`config.mk`:
```
export PLATFORM = sky130hd
export DESIGN_NAME = intel_hex_record_encoder_top
export DESIGN_NICKNAME = d
export VERILOG_FILES = /design/src/design/ihex_pkg.sv /design/src/design/ihex_ctrl.sv /design/src/design/ihex_dp.sv /design/src/design/intel_hex_record_encoder_top.sv
export SDC_FILE = /design/constraint.sdc
export NUM_CORES = 1
export LEC_CHECK = 0
export BUFFER_PORTS_ARGS = -buffer_cell sky130_fd_sc_hd__clkbuf_2
export CAP_MARGIN = 30
export CORE_MARGIN = 4
export CORE_UTILIZATION = 56
export DETAILED_ROUTE_END_ITERATION = 12
export GPL_TIMING_DRIVEN = 1
export PLACE_DENSITY = 0.76
export SETUP_SLACK_MARGIN = 0.3
export SLEW_MARGIN = 40
export SYNTH_ARGS = -nofsm -noshare
export SYNTH_HDL_FRONTEND = slang
export SYNTH_SLANG_ARGS = --single-unit
```
`constraint.sdc`:
```
create_clock -name clk -period 4 [get_ports clk]
set_input_delay 1 -clock clk [delete_from_list [all_inputs] [get_ports clk]]
set_output_delay 1 -clock clk [all_outputs]
set_load 0.005 [all_outputs]
```
`src/design/ihex_pkg.sv`:
```
// Shared types and constants for the Intel HEX record encoder.
// No dependencies; imported by ihex_ctrl, ihex_dp and the top level.
package ihex_pkg;

  localparam logic [7:0] TYPE_DATA  = 8'h00;
  localparam logic [7:0] TYPE_EOF   = 8'h01;
  localparam logic [7:0] TYPE_EXT   = 8'h04;
  localparam logic [7:0] BLANK_BYTE = 8'hFF;
  localparam logic [7:0] EXT_COUNT  = 8'h02;
  localparam logic [7:0] EOF_COUNT  = 8'h00;

  typedef enum logic [1:0] {
    KIND_DATA = 2'd0,
    KIND_EXT  = 2'd1,
    KIND_EOF  = 2'd2
  } rec_kind_t;

  // records still owed for the current input item
  typedef struct packed {
    logic data;
    logic ext;
    logic eof;
  } pend_t;

  typedef struct packed {
    logic      accept;
    logic      start;
    rec_kind_t kind;
    logic      emit;
    logic      run_done;
  } dp_cmd_t;

  typedef struct packed {
    logic  slot_free;
    logic  at_csum;
    pend_t pend;
  } dp_stat_t;

  function automatic logic [6:0] hex_char(input logic [3:0] nib);
    logic [6:0] ch;
    if (nib < 4'd10) begin
      ch = 7'h30 + {3'b000, nib};
    end else begin
      ch = 7'h41 + {3'b000, nib} - 7'd10;
    end
    return ch;
  endfunction

endpackage

```
`src/design/ihex_ctrl.sv`:
```
// Sequencer for the Intel HEX encoder: takes items, then walks the owed records.
// Depends on ihex_pkg; drives ihex_dp through dp_cmd_t and reads dp_stat_t.
module ihex_ctrl import ihex_pkg::*; (
  input  logic     clk,
  input  logic     rst_n,
  input  logic     in_valid,
  output logic     in_ready,
  input  dp_stat_t stat,
  output dp_cmd_t  cmd
);

  typedef enum logic [2:0] {
    S_IDLE = 3'b001,
    S_PICK = 3'b010,
    S_EMIT = 3'b100
  } state_t;

  state_t state_r, state_nxt;
  pend_t  pend_r, pend_nxt;

  assign in_ready = (state_r == S_IDLE);

  always_comb begin
    state_nxt = state_r;
    pend_nxt  = pend_r;
    cmd       = '0;
    cmd.kind  = KIND_EOF;
    case (state_r)
      S_IDLE: begin
        if (in_valid) begin
          cmd.accept = 1'b1;
          pend_nxt   = stat.pend;
          if (stat.pend != '0) begin
            state_nxt = S_PICK;
          end
        end
      end
      S_PICK: begin
        cmd.start = 1'b1;
        if (pend_r.data) begin
          cmd.kind      = KIND_DATA;
          pend_nxt.data = 1'b0;
        end else if (pend_r.ext) begin
          cmd.kind     = KIND_EXT;
          pend_nxt.ext = 1'b0;
        end else begin
          cmd.kind     = KIND_EOF;
          pend_nxt.eof = 1'b0;
        end
        state_nxt = S_EMIT;
      end
      S_EMIT: begin
        if (stat.slot_free) begin
          cmd.emit     = 1'b1;
          cmd.run_done = (pend_r == '0);
          if (stat.at_csum) begin
            state_nxt = (pend_r == '0) ? S_IDLE : S_PICK;
          end
        end
      end
      default: begin
        state_nxt = S_IDLE;
      end
    endcase
  end

  always_ff @(posedge clk) begin
    if (!rst_n) begin
      state_r <= S_IDLE;
      pend_r  <= '0;
    end else begin
      state_r <= state_nxt;
      pend_r  <= pend_nxt;
    end
  end

  a_last_to_idle: assert property (@(posedge clk) disable iff (!rst_n)
    (state_r == S_EMIT && stat.slot_free && stat.at_csum && pend_r == '0)
      |=> (state_r == S_IDLE))
    else $error("sequencer did not return to idle after last record");

  a_pick_has_work: assert property (@(posedge clk) disable iff (!rst_n)
    (state_r == S_PICK) |-> (pend_r != '0))
    else $error("record pick with nothing pending");

endmodule

```
`src/design/ihex_dp.sv`:
```
// Datapath for the Intel HEX encoder: record buffer, address/offset state,
// byte mux, checksum and output register. Depends on ihex_pkg.
module ihex_dp import ihex_pkg::*; #(
  parameter int RECORD_BYTES = 16
) (
  input  logic       clk,
  input  logic       rst_n,
  input  logic       cfg_we,
  input  logic       cfg_wdata,
  input  logic [7:0] in_data_byte,
  input  logic       in_has_byte,
  input  logic       in_end_of_image,
  input  dp_cmd_t    cmd,
  output dp_stat_t   stat,
  input  logic       out_ready,
  output logic       out_valid,
  output logic [6:0] out_hex_high_char,
  output logic [6:0] out_hex_low_char,
  output logic       out_starts_record,
  output logic       out_ends_record,
  output logic       out_last_of_run
);

  localparam int FILL_W = $clog2(RECORD_BYTES + 1);
  localparam int IDX_W  = (RECORD_BYTES > 1) ? $clog2(RECORD_BYTES) : 1;
  localparam int POS_W  = $clog2(RECORD_BYTES + 6);

  logic              skip_blank_r;
  logic [FILL_W-1:0] fill_r;
  logic [15:0]       addr_r;
  logic [15:0]       upper_r;
  logic              blank_r;
  logic [7:0]        buf_r [RECORD_BYTES];

  logic [15:0]       lat_addr_r;
  logic [FILL_W-1:0] lat_len_r;
  logic [15:0]       lat_upper_r;

  rec_kind_t         kind_r;
  logic [POS_W-1:0]  pos_r;
  logic [7:0]        sum_r;

  logic              out_valid_r;
  logic [6:0]        out_hi_r, out_lo_r;
  logic              out_start_r, out_end_r, out_last_r;

  // item intake
  logic              wr;
  logic [FILL_W-1:0] fill_after;
  logic              blank_after;
  logic              full;
  logic [16:0]       addr_sum;
  logic              page_end;
  logic              short_rec;

  assign wr          = in_has_byte && (fill_r < FILL_W'(RECORD_BYTES));
  assign fill_after  = fill_r + FILL_W'(wr);
  assign blank_after = blank_r & (!wr || (in_data_byte == BLANK_BYTE));
  assign full        = wr && (fill_after == FILL_W'(RECORD_BYTES));
  assign addr_sum    = {1'b0, addr_r} + 17'(RECORD_BYTES);
  assign page_end    = addr_sum[16];
  assign short_rec   = in_end_of_image && !full && (fill_after != '0);

  // record byte sequencing
  logic [7:0]       rec_count;
  logic [15:0]      rec_addr;
  logic [7:0]       rec_type;
  logic [POS_W-1:0] csum_pos;
  logic             at_csum;
  logic [IDX_W-1:0] data_idx;
  logic [POS_W-1:0] pos_off;
  logic [7:0]       cur_byte;
  logic             slot_free;

  always_comb begin
    case (kind_r)
      KIND_DATA: begin
        rec_count = 8'(lat_len_r);
        rec_addr  = lat_addr_r;
        rec_type  = TYPE_DATA;
      end
      KIND_EXT: begin
        rec_count = EXT_COUNT;
        rec_addr  = 16'h0000;
        rec_type  = TYPE_EXT;
      end
      default: begin
        rec_count = EOF_COUNT;
        rec_addr  = 16'h0000;
        rec_type  = TYPE_EOF;
      end
    endcase
  end

  assign csum_pos  = POS_W'(rec_count) + POS_W'(4);
  assign at_csum   = (pos_r == csum_pos);
  assign pos_off   = pos_r - POS_W'(4);
  assign data_idx  = pos_off[IDX_W-1:0];
  assign slot_free = !out_valid_r || out_ready;

  always_comb begin
    if (at_csum) begin
      cur_byte = 8'h00 - sum_r;
    end else if (pos_r == POS_W'(0)) begin
      cur_byte = rec_count;
    end else if (pos_r == POS_W'(1)) begin
      cur_byte = rec_addr[15:8];
    end else if (pos_r == POS_W'(2)) begin
      cur_byte = rec_addr[7:0];
    end else if (pos_r == POS_W'(3)) begin
      cur_byte = rec_type;
    end else if (kind_r == KIND_EXT) begin
      cur_byte = pos_r[0] ? lat_upper_r[7:0] : lat_upper_r[15:8];
    end else begin
      cur_byte = buf_r[data_idx];
    end
  end

  always_comb begin
    stat           = '0;
    stat.slot_free = slot_free;
    stat.at_csum   = at_csum;
    stat.pend.data = (full && !(skip_blank_r && blank_after)) || short_rec;
    stat.pend.ext  = full && page_end;
    stat.pend.eof  = in_end_of_image;
  end

  // buffer has no reset; only entries below the latched length are read
  always_ff @(posedge clk) begin
    if (cmd.accept && wr) begin
      buf_r[fill_r[IDX_W-1:0]] <= in_data_byte;
    end
  end

  always_ff @(posedge clk) begin
    if (!rst_n) begin
      skip_blank_r <= 1'b0;
      fill_r       <= '0;
      addr_r       <= 16'h0000;
      upper_r      <= 16'h0001;
      blank_r      <= 1'b1;
      kind_r       <= KIND_EOF;
      pos_r        <= '0;
      sum_r        <= 8'h00;
      out_valid_r  <= 1'b0;
    end else begin
      if (cfg_we) begin
        skip_blank_r <= cfg_wdata;
      end
      if (cmd.accept) begin
        if (in_end_of_image) begin
          fill_r  <= '0;
          addr_r  <= 16'h0000;
          upper_r <= 16'h0001;
          blank_r <= 1'b1;
        end else begin
          fill_r  <= full ? '0 : fill_after;
          blank_r <= full ? 1'b1 : blank_after;
          addr_r  <= full ? addr_sum[15:0] : addr_r;
          upper_r <= (full && page_end) ? (upper_r + 16'h0001) : upper_r;
        end
      end
      if (cmd.start) begin
        kind_r <= cmd.kind;
        pos_r  <= '0;
        sum_r  <= 8'h00;
      end else if (cmd.emit) begin
        pos_r <= pos_r + POS_W'(1);
        sum_r <= sum_r + cur_byte;
      end
      if (cmd.emit) begin
        out_valid_r <= 1'b1;
      end else if (out_ready) begin
        out_valid_r <= 1'b0;
      end
    end
  end

  // per-item snapshot used while the records go out, and the output character register
  always_ff @(posedge clk) begin
    if (cmd.accept) begin
      lat_addr_r  <= addr_r;
      lat_len_r   <= full ? FILL_W'(RECORD_BYTES) : fill_after;
      lat_upper_r <= upper_r;
    end
    if (cmd.emit) begin
      out_hi_r    <= hex_char(cur_byte[7:4]);
      out_lo_r    <= hex_char(cur_byte[3:0]);
      out_start_r <= (pos_r == POS_W'(0));
      out_end_r   <= at_csum;
      out_last_r  <= at_csum && cmd.run_done;
    end
  end

  assign out_valid         = out_valid_r;
  assign out_hex_high_char = out_hi_r;
  assign out_hex_low_char  = out_lo_r;
  assign out_starts_record = out_start_r;
  assign out_ends_record   = out_end_r;
  assign out_last_of_run   = out_last_r;

  a_emit_slot: assert property (@(posedge clk) disable iff (!rst_n)
    cmd.emit |-> slot_free)
    else $error("record byte emitted over an untaken transaction");

  a_last_is_end: assert property (@(posedge clk) disable iff (!rst_n)
    (out_valid_r && out_last_r) |-> out_end_r)
    else $error("run ended on a byte that is not a checksum");

  a_fill_range: assert property (@(posedge clk) disable iff (!rst_n)
    fill_r < FILL_W'(RECORD_BYTES))
    else $error("fill count reached record size outside a flush");

endmodule

```
`src/design/intel_hex_record_encoder_top.sv`:
```
// Intel HEX record encoder top level: ihex_ctrl sequencer plus ihex_dp datapath.
// An item is taken while in_ready is high; its first record byte, if any, is valid
// in the output register after S_PICK and S_EMIT. Each record is set up in S_PICK,
// then sends count + 5 bytes, one per cycle while the output slot is free; the
// output register paces the byte stream. An item with no record leaves ctrl idle.
// Reset (rst_n, synchronous): empty image, address 0, offset 1, skip_blank 0.
module intel_hex_record_encoder_top import ihex_pkg::*; #(
  parameter int RECORD_BYTES = 16
) (
  input  logic       clk,
  input  logic       rst_n,
  input  logic       cfg_we,
  input  logic       cfg_wdata,
  input  logic       in_valid,
  output logic       in_ready,
  input  logic [7:0] in_data_byte,
  input  logic       in_has_byte,
  input  logic       in_end_of_image,
  output logic       out_valid,
  input  logic       out_ready,
  output logic [6:0] out_hex_high_char,
  output logic [6:0] out_hex_low_char,
  output logic       out_starts_record,
  output logic       out_ends_record,
  output logic       out_last_of_run
);

  dp_cmd_t  cmd;
  dp_stat_t stat;

  ihex_ctrl u_ctrl (
    .clk      (clk),
    .rst_n    (rst_n),
    .in_valid (in_valid),
    .in_ready (in_ready),
    .stat     (stat),
    .cmd      (cmd)
  );

  ihex_dp #(
    .RECORD_BYTES (RECORD_BYTES)
  ) u_dp (
    .clk               (clk),
    .rst_n             (rst_n),
    .cfg_we            (cfg_we),
    .cfg_wdata         (cfg_wdata),
    .in_data_byte      (in_data_byte),
    .in_has_byte       (in_has_byte),
    .in_end_of_image   (in_end_of_image),
    .cmd               (cmd),
    .stat              (stat),
    .out_ready         (out_ready),
    .out_valid         (out_valid),
    .out_hex_high_char (out_hex_high_char),
    .out_hex_low_char  (out_hex_low_char),
    .out_starts_record (out_starts_record),
    .out_ends_record   (out_ends_record),
    .out_last_of_run   (out_last_of_run)
  );

endmodule
```
Word level (Yosys, flattened, before mapping)
Memories as Yosys holds them, arrays and structs flattened.
Index checks and enable logic that the tools add are counted.

storage, ports and cells
  register bits after elaboration = 115
  bits in writable memories = 128
  bits of input ports = 16
  word-level logic and storage cells = 130
  memories = 1

memory list
  name        depth  width  read ports  clocked after Yosys merged registers in  wr ports  line           source
  u_dp.buf_r  16     8      1           0                                        1         ihex_dp.sv:33  logic [7:0] buf_r [RECORD_BYTES];

cells by class
  $add $sub $neg = 14
  $lt $le $gt $ge = 3
  eq/ne operators = 16
  mux-type cells = 41
  bitwise gates (word level) = 2
  reductions and logical operators = 32

operator list
  operator               number
  $mux 16                5
  $mux 8                 7
  $mux 3                 6
  $add 16x5->17 const B  1
  $add 16x1->16 const B  1
  $add 6x4->7 const A    2
  $add 7x4->7 const A    2
  $mux 7                 2
  $sub 7x4->7 const B    2
  $mux 2                 6
  $pmux 3 s2             2
  $eq 5x2->1 const B     2
  $mux 5                 2
  $pmux 5 s2             1
  $logic_and 1x1->1      9
  $mux 1                 9
  $pmux 3 s3             1
  $add 8x8->8            1
  $eq 8x8->1 const B     1
  $lt 4x4->1 const B     2
  $reduce_and 4->1       2
  $reduce_bool 2->1      4
  $sub 1x8->8 const A    1
  $ne 2x1->1 const B     3
  other kinds (25)       34

Longest topological paths before layout
Gate-level depths: netlist (run 1).

  word-level depth = 13
  mapped depth = 24
  depth with buffers taken out = 21

By module
Synthesis (run 1) repeated with hierarchy kept, for this count alone.

unflattened totals
  cell total of the unflattened synthesis = 798
  area total of the unflattened synthesis = 10506.3 µm²

by module, submodules not included
  module     instances  cells an instance  area each (µm²)
  ihex_dp    1          756                10181.0
  ihex_ctrl  1          42                 325.3

Worst setup path before layout (run 1)
OpenSTA, ideal clock, no wires.

  kind = register to register
  start = register u_dp.kind_r[1]
  end = register u_dp.sum_r[7]
  library setup time = 0.070 ns
  arrival = 4.050 ns
  data required time = 3.930 ns
  setup slack = -0.120 ns
  cell stages (with the launch flop) = 20
  buffers on the path = 2
  period minus slack after synthesis = 4.120 ns
  cells stage by stage = dfxtp_1 nor2_1 clkbuf_1 and2_1 ha_1 xor2_1 and3_1 o21ai_1 a2111o_1 buf_2 mux2_2 ha_1 a21o_1 a21oi_1 nor2b_1 o21a_1 o41ai_1 xor2_1 or3_1 a21oi_1

on the way
  longest elaborated chain between the ends = 8
  elaborated cells on any way between the ends = 14
  those cells by class = add/sub (2); eq/ne (2); mux (9); reduce/logical (1)

RTL lines
  element                                              line            source
  start, declared                                      ihex_dp.sv:39   rec_kind_t kind_r;
  start signal, assigned                               ihex_dp.sv:164  kind_r <= cmd.kind;
  branches (longest 6 deep; another with $add 5x3->5)  --
  $mux 8 *                                             ihex_dp.sv:102  if (at_csum) begin
  $add 8x8->8 *                                        ihex_dp.sv:169  sum_r <= sum_r + cur_byte;
  end signal, assigned                                 ihex_dp.sv:169
  end, declared                                        ihex_dp.sv:41   logic [7:0] sum_r;

Mark *: on every way between the ends.
A chain may end at the register's enable or synchronous reset.

Final worst setup path (run 1)
  start = register u_dp.pos_r[1]
  end = register u_dp.sum_r[7]

on the way
  longest elaborated chain between the ends = 9
  elaborated cells on any way between the ends = 14
  those cells by class = add/sub (2); eq/ne (4); mux (6); reduce/logical (1); memory (1)

RTL lines
  element                 line            source
  start, declared         ihex_dp.sv:40   logic [POS_W-1:0] pos_r;
  start signal, assigned  ihex_dp.sv:168  pos_r <= pos_r + POS_W'(1);
  $sub 4x3->4             ihex_dp.sv:97   assign pos_off = pos_r - POS_W'(4);
  $mem_v2 16x8            --
  $mux 8                  ihex_dp.sv:112  end else if (kind_r == KIND_EXT) begin
  $mux 8                  ihex_dp.sv:110  end else if (pos_r == POS_W'(3)) begin
  $mux 8                  ihex_dp.sv:108  end else if (pos_r == POS_W'(2)) begin
  $mux 8                  ihex_dp.sv:106  end else if (pos_r == POS_W'(1)) begin
  $mux 8                  ihex_dp.sv:104  end else if (pos_r == POS_W'(0)) begin
  $mux 8 *                ihex_dp.sv:102
  $add 8x8->8 *           ihex_dp.sv:169

Every way passes the cells marked *; elsewhere a longest branch is shown, timed or not.

==> results of run 1 <==
==> power breakdown <==
group | switching, W | internal (W) | total, W
clock | 0.000923 | 0.00128 | 0.00221
combinational | 0.000329 | 0.000209 | 0.000537
sequential | 0.0000769 | 0.00278 | 0.00286
==> layout make-up <==
type,instances,area [um^2]
clock buffer,31,648
sequential,235,6490
fill,1263,5850
tap,229,287
multi-input combinational,494,3810
timing repair buffer,111,822
clock inverter,12,126
inverter,28,108
==> cells in the mapped netlist, types with 9 or more instances <==
library cell,number
sky130_fd_sc_hd__edfxtp_1,178
sky130_fd_sc_hd__nor2_1,75
sky130_fd_sc_hd__dfxtp_1,57
sky130_fd_sc_hd__nand2_1,56
sky130_fd_sc_hd__a21oi_1,36
sky130_fd_sc_hd__mux4_2,34
sky130_fd_sc_hd__xnor2_1,27
sky130_fd_sc_hd__o21ai_0,25
sky130_fd_sc_hd__inv_1,24
sky130_fd_sc_hd__nor3_1,23
sky130_fd_sc_hd__clkbuf_1,22
sky130_fd_sc_hd__ha_1,21
sky130_fd_sc_hd__nand3_1,21
sky130_fd_sc_hd__nor2b_1,17
sky130_fd_sc_hd__xor2_1,15
sky130_fd_sc_hd__nand4_1,13
sky130_fd_sc_hd__or3_1,12
sky130_fd_sc_hd__a31oi_1,10
sky130_fd_sc_hd__mux2i_1,10
sky130_fd_sc_hd__and3_1,9
sky130_fd_sc_hd__nand2b_1,9
==> registers in the layout, summed over array words and instances, names as in the netlist, 2 cells and up <==
register                cells
u_dp.lat_addr_r            12
u_dp.addr_r                12
u_dp.lat_len_r              5
u_dp.fill_r                 5
u_ctrl.state_r              3
u_dp.out_hex_high_char      7
u_dp.lat_upper_r           16
u_dp.out_hex_low_char       7
u_dp.kind_r                 2
u_dp.pos_r                  5
u_dp.buf_r                128
u_ctrl.pend_r               3
u_dp.upper_r               16
u_dp.sum_r                  8
==> per-layer routing <==
metal  vias up  track usage (%)  wire, um
met5         -                0         0
met3        68             5.52      2050
met4         0             8.10       776
met1      3426             33.5     10200
met2       361             38.1     11600
li1       3175                -         -
==> worst max path at each step <==
stage,startpoint,endpoint,cells after the start
after floorplan,u_dp.kind_r[1],u_dp.sum_r[7],21
after global placement,u_dp.pos_r[0],u_dp.sum_r[7],13
after detailed placement,u_dp.pos_r[0],u_dp.sum_r[7],13
after CTS,u_dp.lat_len_r[3],u_dp.sum_r[7],16
after global routing,u_dp.lat_len_r[3],u_dp.sum_r[7],16
final,u_dp.pos_r[1],u_dp.sum_r[7],16
==> timing repair <==
item,CTS,global route
hold endpoints to repair,0,0
resized for setup,8,16
gates cloned,0,1
setup endpoints to repair,4,4
buffers inserted,7,8
pin swaps,10,9
hold buffers,0,0
==> cell families (layout without fill, tap and decap cells) <==
family / after synthesis / after routing
AND/OR/NAND/NOR: 256 / 256
AO/OA/AOI/OAI: 121 / 121
flip-flops: 235 / 235
XOR/XNOR: 42 / 42
adder cells (fa/ha/maj): 22 / 22
buffers and inverters: 64 / 182
multiplexers: 53 / 53
==> stage by stage <==
stage	power, W	util (%)
after floorplan	0.00321	-
after global placement	0.00339	62.1
after detailed placement	0.00342	62.1
after CTS	0.00561	66.9
after global routing	0.00582	67.7
final	0.00560	67.7
==> out/qor.csv, run 1 <==
metric,value,unit
run_status,completed,
post_synth.cell_area_avg,13.1,um^2
syn-num-nets,831,
timing.hold.worst_endpoint,u_dp.lat_upper_r[15],
grt_first_pass_wirelength,38500,um
synth_adder_area_share,2.72,%
detail_route.iter0.violations,750,
slew_viol_final,0,
starting_utilization_of_the_core_area,57.3,%
synth_top_area_share,51.4,%
post-route-period-util,97.0,%
regToRegEndpoint,u_dp.sum_r[7],
antenna_found_initial,0,
syn_area,0.0104,mm^2
die_w,144,um
rsz0062_at_grt,true,
setup_ws,122,ps
finClkSkew,13.6,ps
grt_start_max_net_pins,29,
crit_family,compound AO/OA/AOI/OAI gates,
crit_chain,buf_12 > mux4_2 > a311oi_2 > buf_4 > o31ai_1 > a31oi_1 > mux2_4 > ha_4 > a21o_1 > a21oi_2 > nor2b_1 > o21a_1 > o41ai_2 > xor2_1 > or3_1 > a21oi_2,
post-route-min-period,3880,ps
max_clock_freq,0.258,GHz
cp_data_arrival_time,4320,ps
cts_h_tree_depth,1,
worst-setup-path-type,register to register,
rows,49,
cp_data_required_time,4450,ps
numPortBuffers,34,
maxCapViolCount,0,
ioPinCount,35,
power_leakage,4.31,nW
yosysUniqueCellTypes,62,
post_drt_via_cell_ratio,6.17,
r2r_setup_slack,120,ps
timing.reg2reg.worst_path_depth,16,
cp_max_fo,13,
timing.final.hold_violations,0,
min_from,u_dp.upper_r[15],
cts_tree,built,
synth_edf_count,178,
setup_viol,0,
grt.total_usage,24.1,%
netlist.top_cell.by_area,sky130_fd_sc_hd__edfxtp_1,
synth_top_family_by_area,simple AND/OR/NAND/NOR gates,
tns,0,ps
hold-path-cell-count,0,
wl_per_cell,21.6,um
synth_xor_area_share,3.54,%
ys_ff_latch,235,
postSynth.topFlopCell,sky130_fd_sc_hd__edfxtp_1,
async_reset_ff_share,0,%
place_ws,-171,ps
final_area,0.0123,mm^2
dr_total_vias,7030,
clock_root_buffer,sky130_fd_sc_hd__clkbuf_16,
crit_path_end_kind,register,
post_route_cells_drive_above_1_share,25.1,%
clk_latency,530,ps
placed_cell_area,0.0113,mm^2
timing.critical_path.slowest_stage_cell,sky130_fd_sc_hd__mux4_2,
slew_headroom,56.8,%
cts_num_sinks,235,
area.growth.synth_to_final,18.2,%
drc_errors,0,
worst-path-buf-inv,2,
cts_buffers,25,
placedCellCount,1081,
std_cell_core_area,0.0181,mm^2
tightest_slew,646,ps
worst_setup_path_start_kind,register,
totalWireLength,24600,um
fp.dieH,144,um
globalRouteOverflowTotal,0,
yosys.area_share.simple,12.0,%
vdd_drop_max,0.304,mV
worst_r2r_startpoint,u_dp.pos_r[1],
fin_hold_ws,459,ps
drt.antenna.violating_nets,0,
fp.dieArea,0.0208,mm^2
power.density_cell_area,455,mW/mm^2
nets,933,
instances_no_fill,1140,
critical-path-top-cell-by-count,sky130_fd_sc_hd__a21oi_2,
critical-path-max-stage-delay,550,ps
path_clk_slew,60,ps
synth.yosys.seq_area_share,62.3,%
most-common-layout-cells,"178 x sky130_fd_sc_hd__edfxtp_1, 74 x sky130_fd_sc_hd__nor2_1, 68 x sky130_fd_sc_hd__buf_4",
detailedRoute.firstPassIterationCount,6,
cts.path.max_buffers,3,
grt_pass1_vias,6877,
syn_inst,793,
warnings_from_yosys,0,
place.detailed.hpwl,16700,um
post_synth_mux_area_share,9.40,%
synth.area.top_cells,"sky130_fd_sc_hd__edfxtp_1 51%, sky130_fd_sc_hd__dfxtp_1 11%, sky130_fd_sc_hd__mux4_2 7.4%, sky130_fd_sc_hd__nor2_1 2.7%, sky130_fd_sc_hd__ha_1 2.5%",
final_common_cell,sky130_fd_sc_hd__edfxtp_1,
finalWeightedCongestion,0.938,
hold_class,register to register,
antenna-diode-count,0,
synth-compound-area-share,7.49,%
Note: power is estimated with default switching activity, not from simulation.
==> run 2, diff against run 1 <==
--- a/config.mk
+++ b/config.mk
@@ -16,4 +16,5 @@
 export SLEW_MARGIN = 40
 export SYNTH_ARGS = -nofsm -noshare
 export SYNTH_HDL_FRONTEND = slang
+export SYNTH_HIERARCHICAL = 1
 export SYNTH_SLANG_ARGS = --single-unit
==> run 2 against run 1 <==
Effect of this change: combinational power is 54% lower; global-route usage is 1.5 points lower; clock power is 2% lower; die area is 0.92% higher; highest routed layer unchanged.
==> out/qor.csv, run 2 <==
metric,value,unit,change
run_status,completed,,
postSynth.topFlopCell,sky130_fd_sc_hd__edfxtp_1,,
setup_viol,0,,unchanged
synth.yosys.seq_area_share,61.7,%,-0.60 points
post-route-util,66.8,%,-0.91 points
grt.total_usage,22.6,%,-1.5 points
yosys.cell_count.top_type,sky130_fd_sc_hd__edfxtp_1,,
post-route-min-period,3720,ps,-157 ps
die_w,145,um,+0.46%
grt_start_max_net_pins,43,,+48%
cp_data_required_time,4400,ps,-50 ps
post_drt_via_cell_ratio,6.13,,-0.58%
drc_errors,0,,unchanged
worst-setup-path-type,register to register,,
area.growth.synth_to_final,15.8,%,
final_common_cell,sky130_fd_sc_hd__edfxtp_1,,
async_reset_ff_share,0,%,unchanged
cts_h_tree_depth,1,,unchanged
post-route-period-util,93.0,%,-3.9 points
netlist.top_cell.by_area,sky130_fd_sc_hd__edfxtp_1,,
synth_edf_count,178,,unchanged
worst-path-buf-inv,1,,-1
tns,0,ps,unchanged
warnings_from_yosys,6,,+6
cts_tree,built,,
post_synth_mux_area_share,10.2,%,+0.77 points
antenna_found_initial,0,,unchanged
worst_setup_path_start_kind,register,,
synth-compound-area-share,6.68,%,-0.81 points
cts.path.max_buffers,3,,unchanged
fp.dieArea,0.0210,mm^2,+0.92%
post_synth.cell_area_avg,13.2,um^2,+0.34%
totalWireLength,24000,um,-2.4%
grt_pass1_vias,6840,,-0.54%
synth_top_cells_by_count,"178 x sky130_fd_sc_hd__edfxtp_1, 65 x sky130_fd_sc_hd__nor2_1, 63 x sky130_fd_sc_hd__nand2_1, 57 x sky130_fd_sc_hd__dfxtp_1, 33 x sky130_fd_sc_hd__mux4_2",,
power_leakage,4.20,nW,-2.6%
wl_per_cell,21.4,um,-1.1%
cts_buffers,24,,-4.0%
post_route_cells_drive_above_1_share,22.8,%,-2.4 points
fp.dieH,145,um,+0.46%
nets,916,,-1.8%
vdd_drop_max,0.339,mV,+11%
slew_headroom,46.4,%,-10 points
ioPinCount,35,,unchanged
yosysUniqueCellTypes,68,,+9.7%
syn-num-nets,836,,+0.60%
tightest_slew,802,ps,+157 ps
synth_xor_area_share,3.50,%,-0.034 points
fin_hold_ws,478,ps,+18.7 ps
path_clk_slew,60,ps,about the same
synth.area.top_cells,"sky130_fd_sc_hd__edfxtp_1 51%, sky130_fd_sc_hd__dfxtp_1 11%, sky130_fd_sc_hd__mux4_2 7.1%, sky130_fd_sc_hd__ha_1 2.5%, sky130_fd_sc_hd__xnor2_1 2.5%",,
post_cts_hold_buffer_count,0,,unchanged
placed_cell_area,0.0112,mm^2,-0.54%
timing.critical_path.slowest_stage_cell,sky130_fd_sc_hd__mux4_2,,
crit_path_end_kind,register,,
grt_first_pass_wirelength,37900,um,-1.5%
ys_ff_latch,235,,unchanged
rows,49,,unchanged
syn_area,0.0105,mm^2,+0.97%
syn_inst,798,,+0.63%
critical-path-top-cell-by-count,sky130_fd_sc_hd__mux4_2,,
synth_adder_area_share,2.69,%,-0.026 points
detail_route.iter0.violations,600,,-20%
clock_root_buffer,sky130_fd_sc_hd__clkbuf_16,,
slew_viol_final,0,,unchanged
antenna-diode-count,0,,unchanged
hold_class,register to register,,
dr_total_vias,6897,,-1.9%
yosys.area_share.simple,12.3,%,+0.30 points
cts_num_sinks,235,,unchanged
maxCapViolCount,0,,unchanged
final_area,0.0122,mm^2,-1.0%
rsz0062_at_grt,true,,
crit_chain,buf_12 > mux4_2 > mux4_2 > or2_0 > a32oi_2 > a21oi_2 > ha_1 > nor2b_1 > o21a_1 > o41ai_2 > xnor2_1 > a211oi_1 > a31o_1,,
power.density_cell_area,424,mW/mm^2,-6.8%
synth_top_area_share,50.9,%,-0.50 points
place.detailed.hpwl,16600,um,-0.78%
globalRouteOverflowTotal,0,,unchanged
critical-path-max-stage-delay,500,ps,-50 ps
numPortBuffers,34,,unchanged
cp_data_arrival_time,4130,ps,-190 ps
most-common-layout-cells,"178 x sky130_fd_sc_hd__edfxtp_1, 65 x sky130_fd_sc_hd__nor2_1, 63 x sky130_fd_sc_hd__nand2_1",,
timing.final.hold_violations,0,,unchanged
drt.antenna.violating_nets,0,,unchanged
crit_family,compound AO/OA/AOI/OAI gates,,
synth_top_family_by_area,simple AND/OR/NAND/NOR gates,,
clk_latency,520,ps,about the same
max_clock_freq,0.269,GHz,+4.2%
finClkSkew,15.2,ps,+1.58 ps
detailedRoute.firstPassIterationCount,5,,-1
cp_max_fo,7,,-6
largest_reg_flops,128,,unchanged
starting_utilization_of_the_core_area,57.7,%,+0.36 points
finalWeightedCongestion,0.899,,-4.2%
std_cell_core_area,0.0182,mm^2,+0.34%
run 2: worst reg2reg max path, stage by stage, from the launching register on:
cell                       delay [ps]
sky130_fd_sc_hd__dfxtp_4          450
sky130_fd_sc_hd__buf_12           150
sky130_fd_sc_hd__mux4_2           500
sky130_fd_sc_hd__mux4_2           500
sky130_fd_sc_hd__or2_0            240
sky130_fd_sc_hd__a32oi_2          240
sky130_fd_sc_hd__a21oi_2          100
sky130_fd_sc_hd__ha_1             310
sky130_fd_sc_hd__nor2b_1          140
sky130_fd_sc_hd__o21a_1           200
sky130_fd_sc_hd__o41ai_2          280
sky130_fd_sc_hd__xnor2_1          190
sky130_fd_sc_hd__a211oi_1         100
sky130_fd_sc_hd__a31o_1           210
run 2: final cells by class:
type	instances	area (um^2)
Sequential cell	235	6490
Fill cell	1306	6040
Multi-Input combinational cell	494	3840
Clock buffer	37	701
Timing Repair Buffer	93	654
Tap cell	229	287
Inverter	30	116
Clock inverter	7	75.1
run 2: per-stage QoR:
step | setup slack (ps) | total power (W) | cells
after CTS | 207 | 0.00520 | 1121
after detailed placement | 55.0 | 0.00305 | 1072
after floorplan | 120 | 0.00294 | 798
final | 279 | 0.00516 | 1125
after global placement | 187 | 0.00304 | 1072
after global routing | 114 | 0.00534 | 1125
run 2: repair_timing:
action,CTS,global route
endpoints found under the hold margin,0,0
endpoints found under the setup margin,2,2
pin swaps,13,7
resized for setup,15,9
buffers inserted,5,4
run 2: worst paths after layout:
check                   start                   end  slack (ps)  depth (start not counted)
min          u_dp/upper_r[15]  u_dp/lat_upper_r[15]         480                          0
max             u_dp/pos_r[0]         u_dp/sum_r[7]         280                         13
max reg2reg     u_dp/pos_r[0]         u_dp/sum_r[7]         280                         13
min reg2reg  u_dp/upper_r[15]  u_dp/lat_upper_r[15]         480                          0
run 2: per-layer routing:
metal | vias up | routed length (um) | part of all wire, % | global-route usage [%]
li1 | 3135 | - | - | -
met1 | 3457 | 10300 | 43 | 33.0
met2 | 262 | 11400 | 47 | 36.0
met3 | 43 | 1740 | 7.3 | 3.84
met4 | 0 | 571 | 2.4 | 6.08
met5 | - | 0 | 0 | 0
run 2: cell families after synthesis:
group,Yosys count
compound gates,111
xor+xnor,42
fa+ha+maj,22
buf+inv,69
flops,235
mux,62
simple gates,257
run 2: report_power, final:
| part | leakage (nW) | total, W | internal, W | switching, W |
|---|---|---|---|---|
| clock | 0.373 | 0.00216 | 0.00127 | 0.000886 |
| combinational | 1.75 | 0.000248 | 0.0000788 | 0.000169 |
| sequential | 2.08 | 0.00276 | 0.00271 | 0.0000476 |
| total | 4.20 | 0.00516 | 0.00406 | 0.00110 |
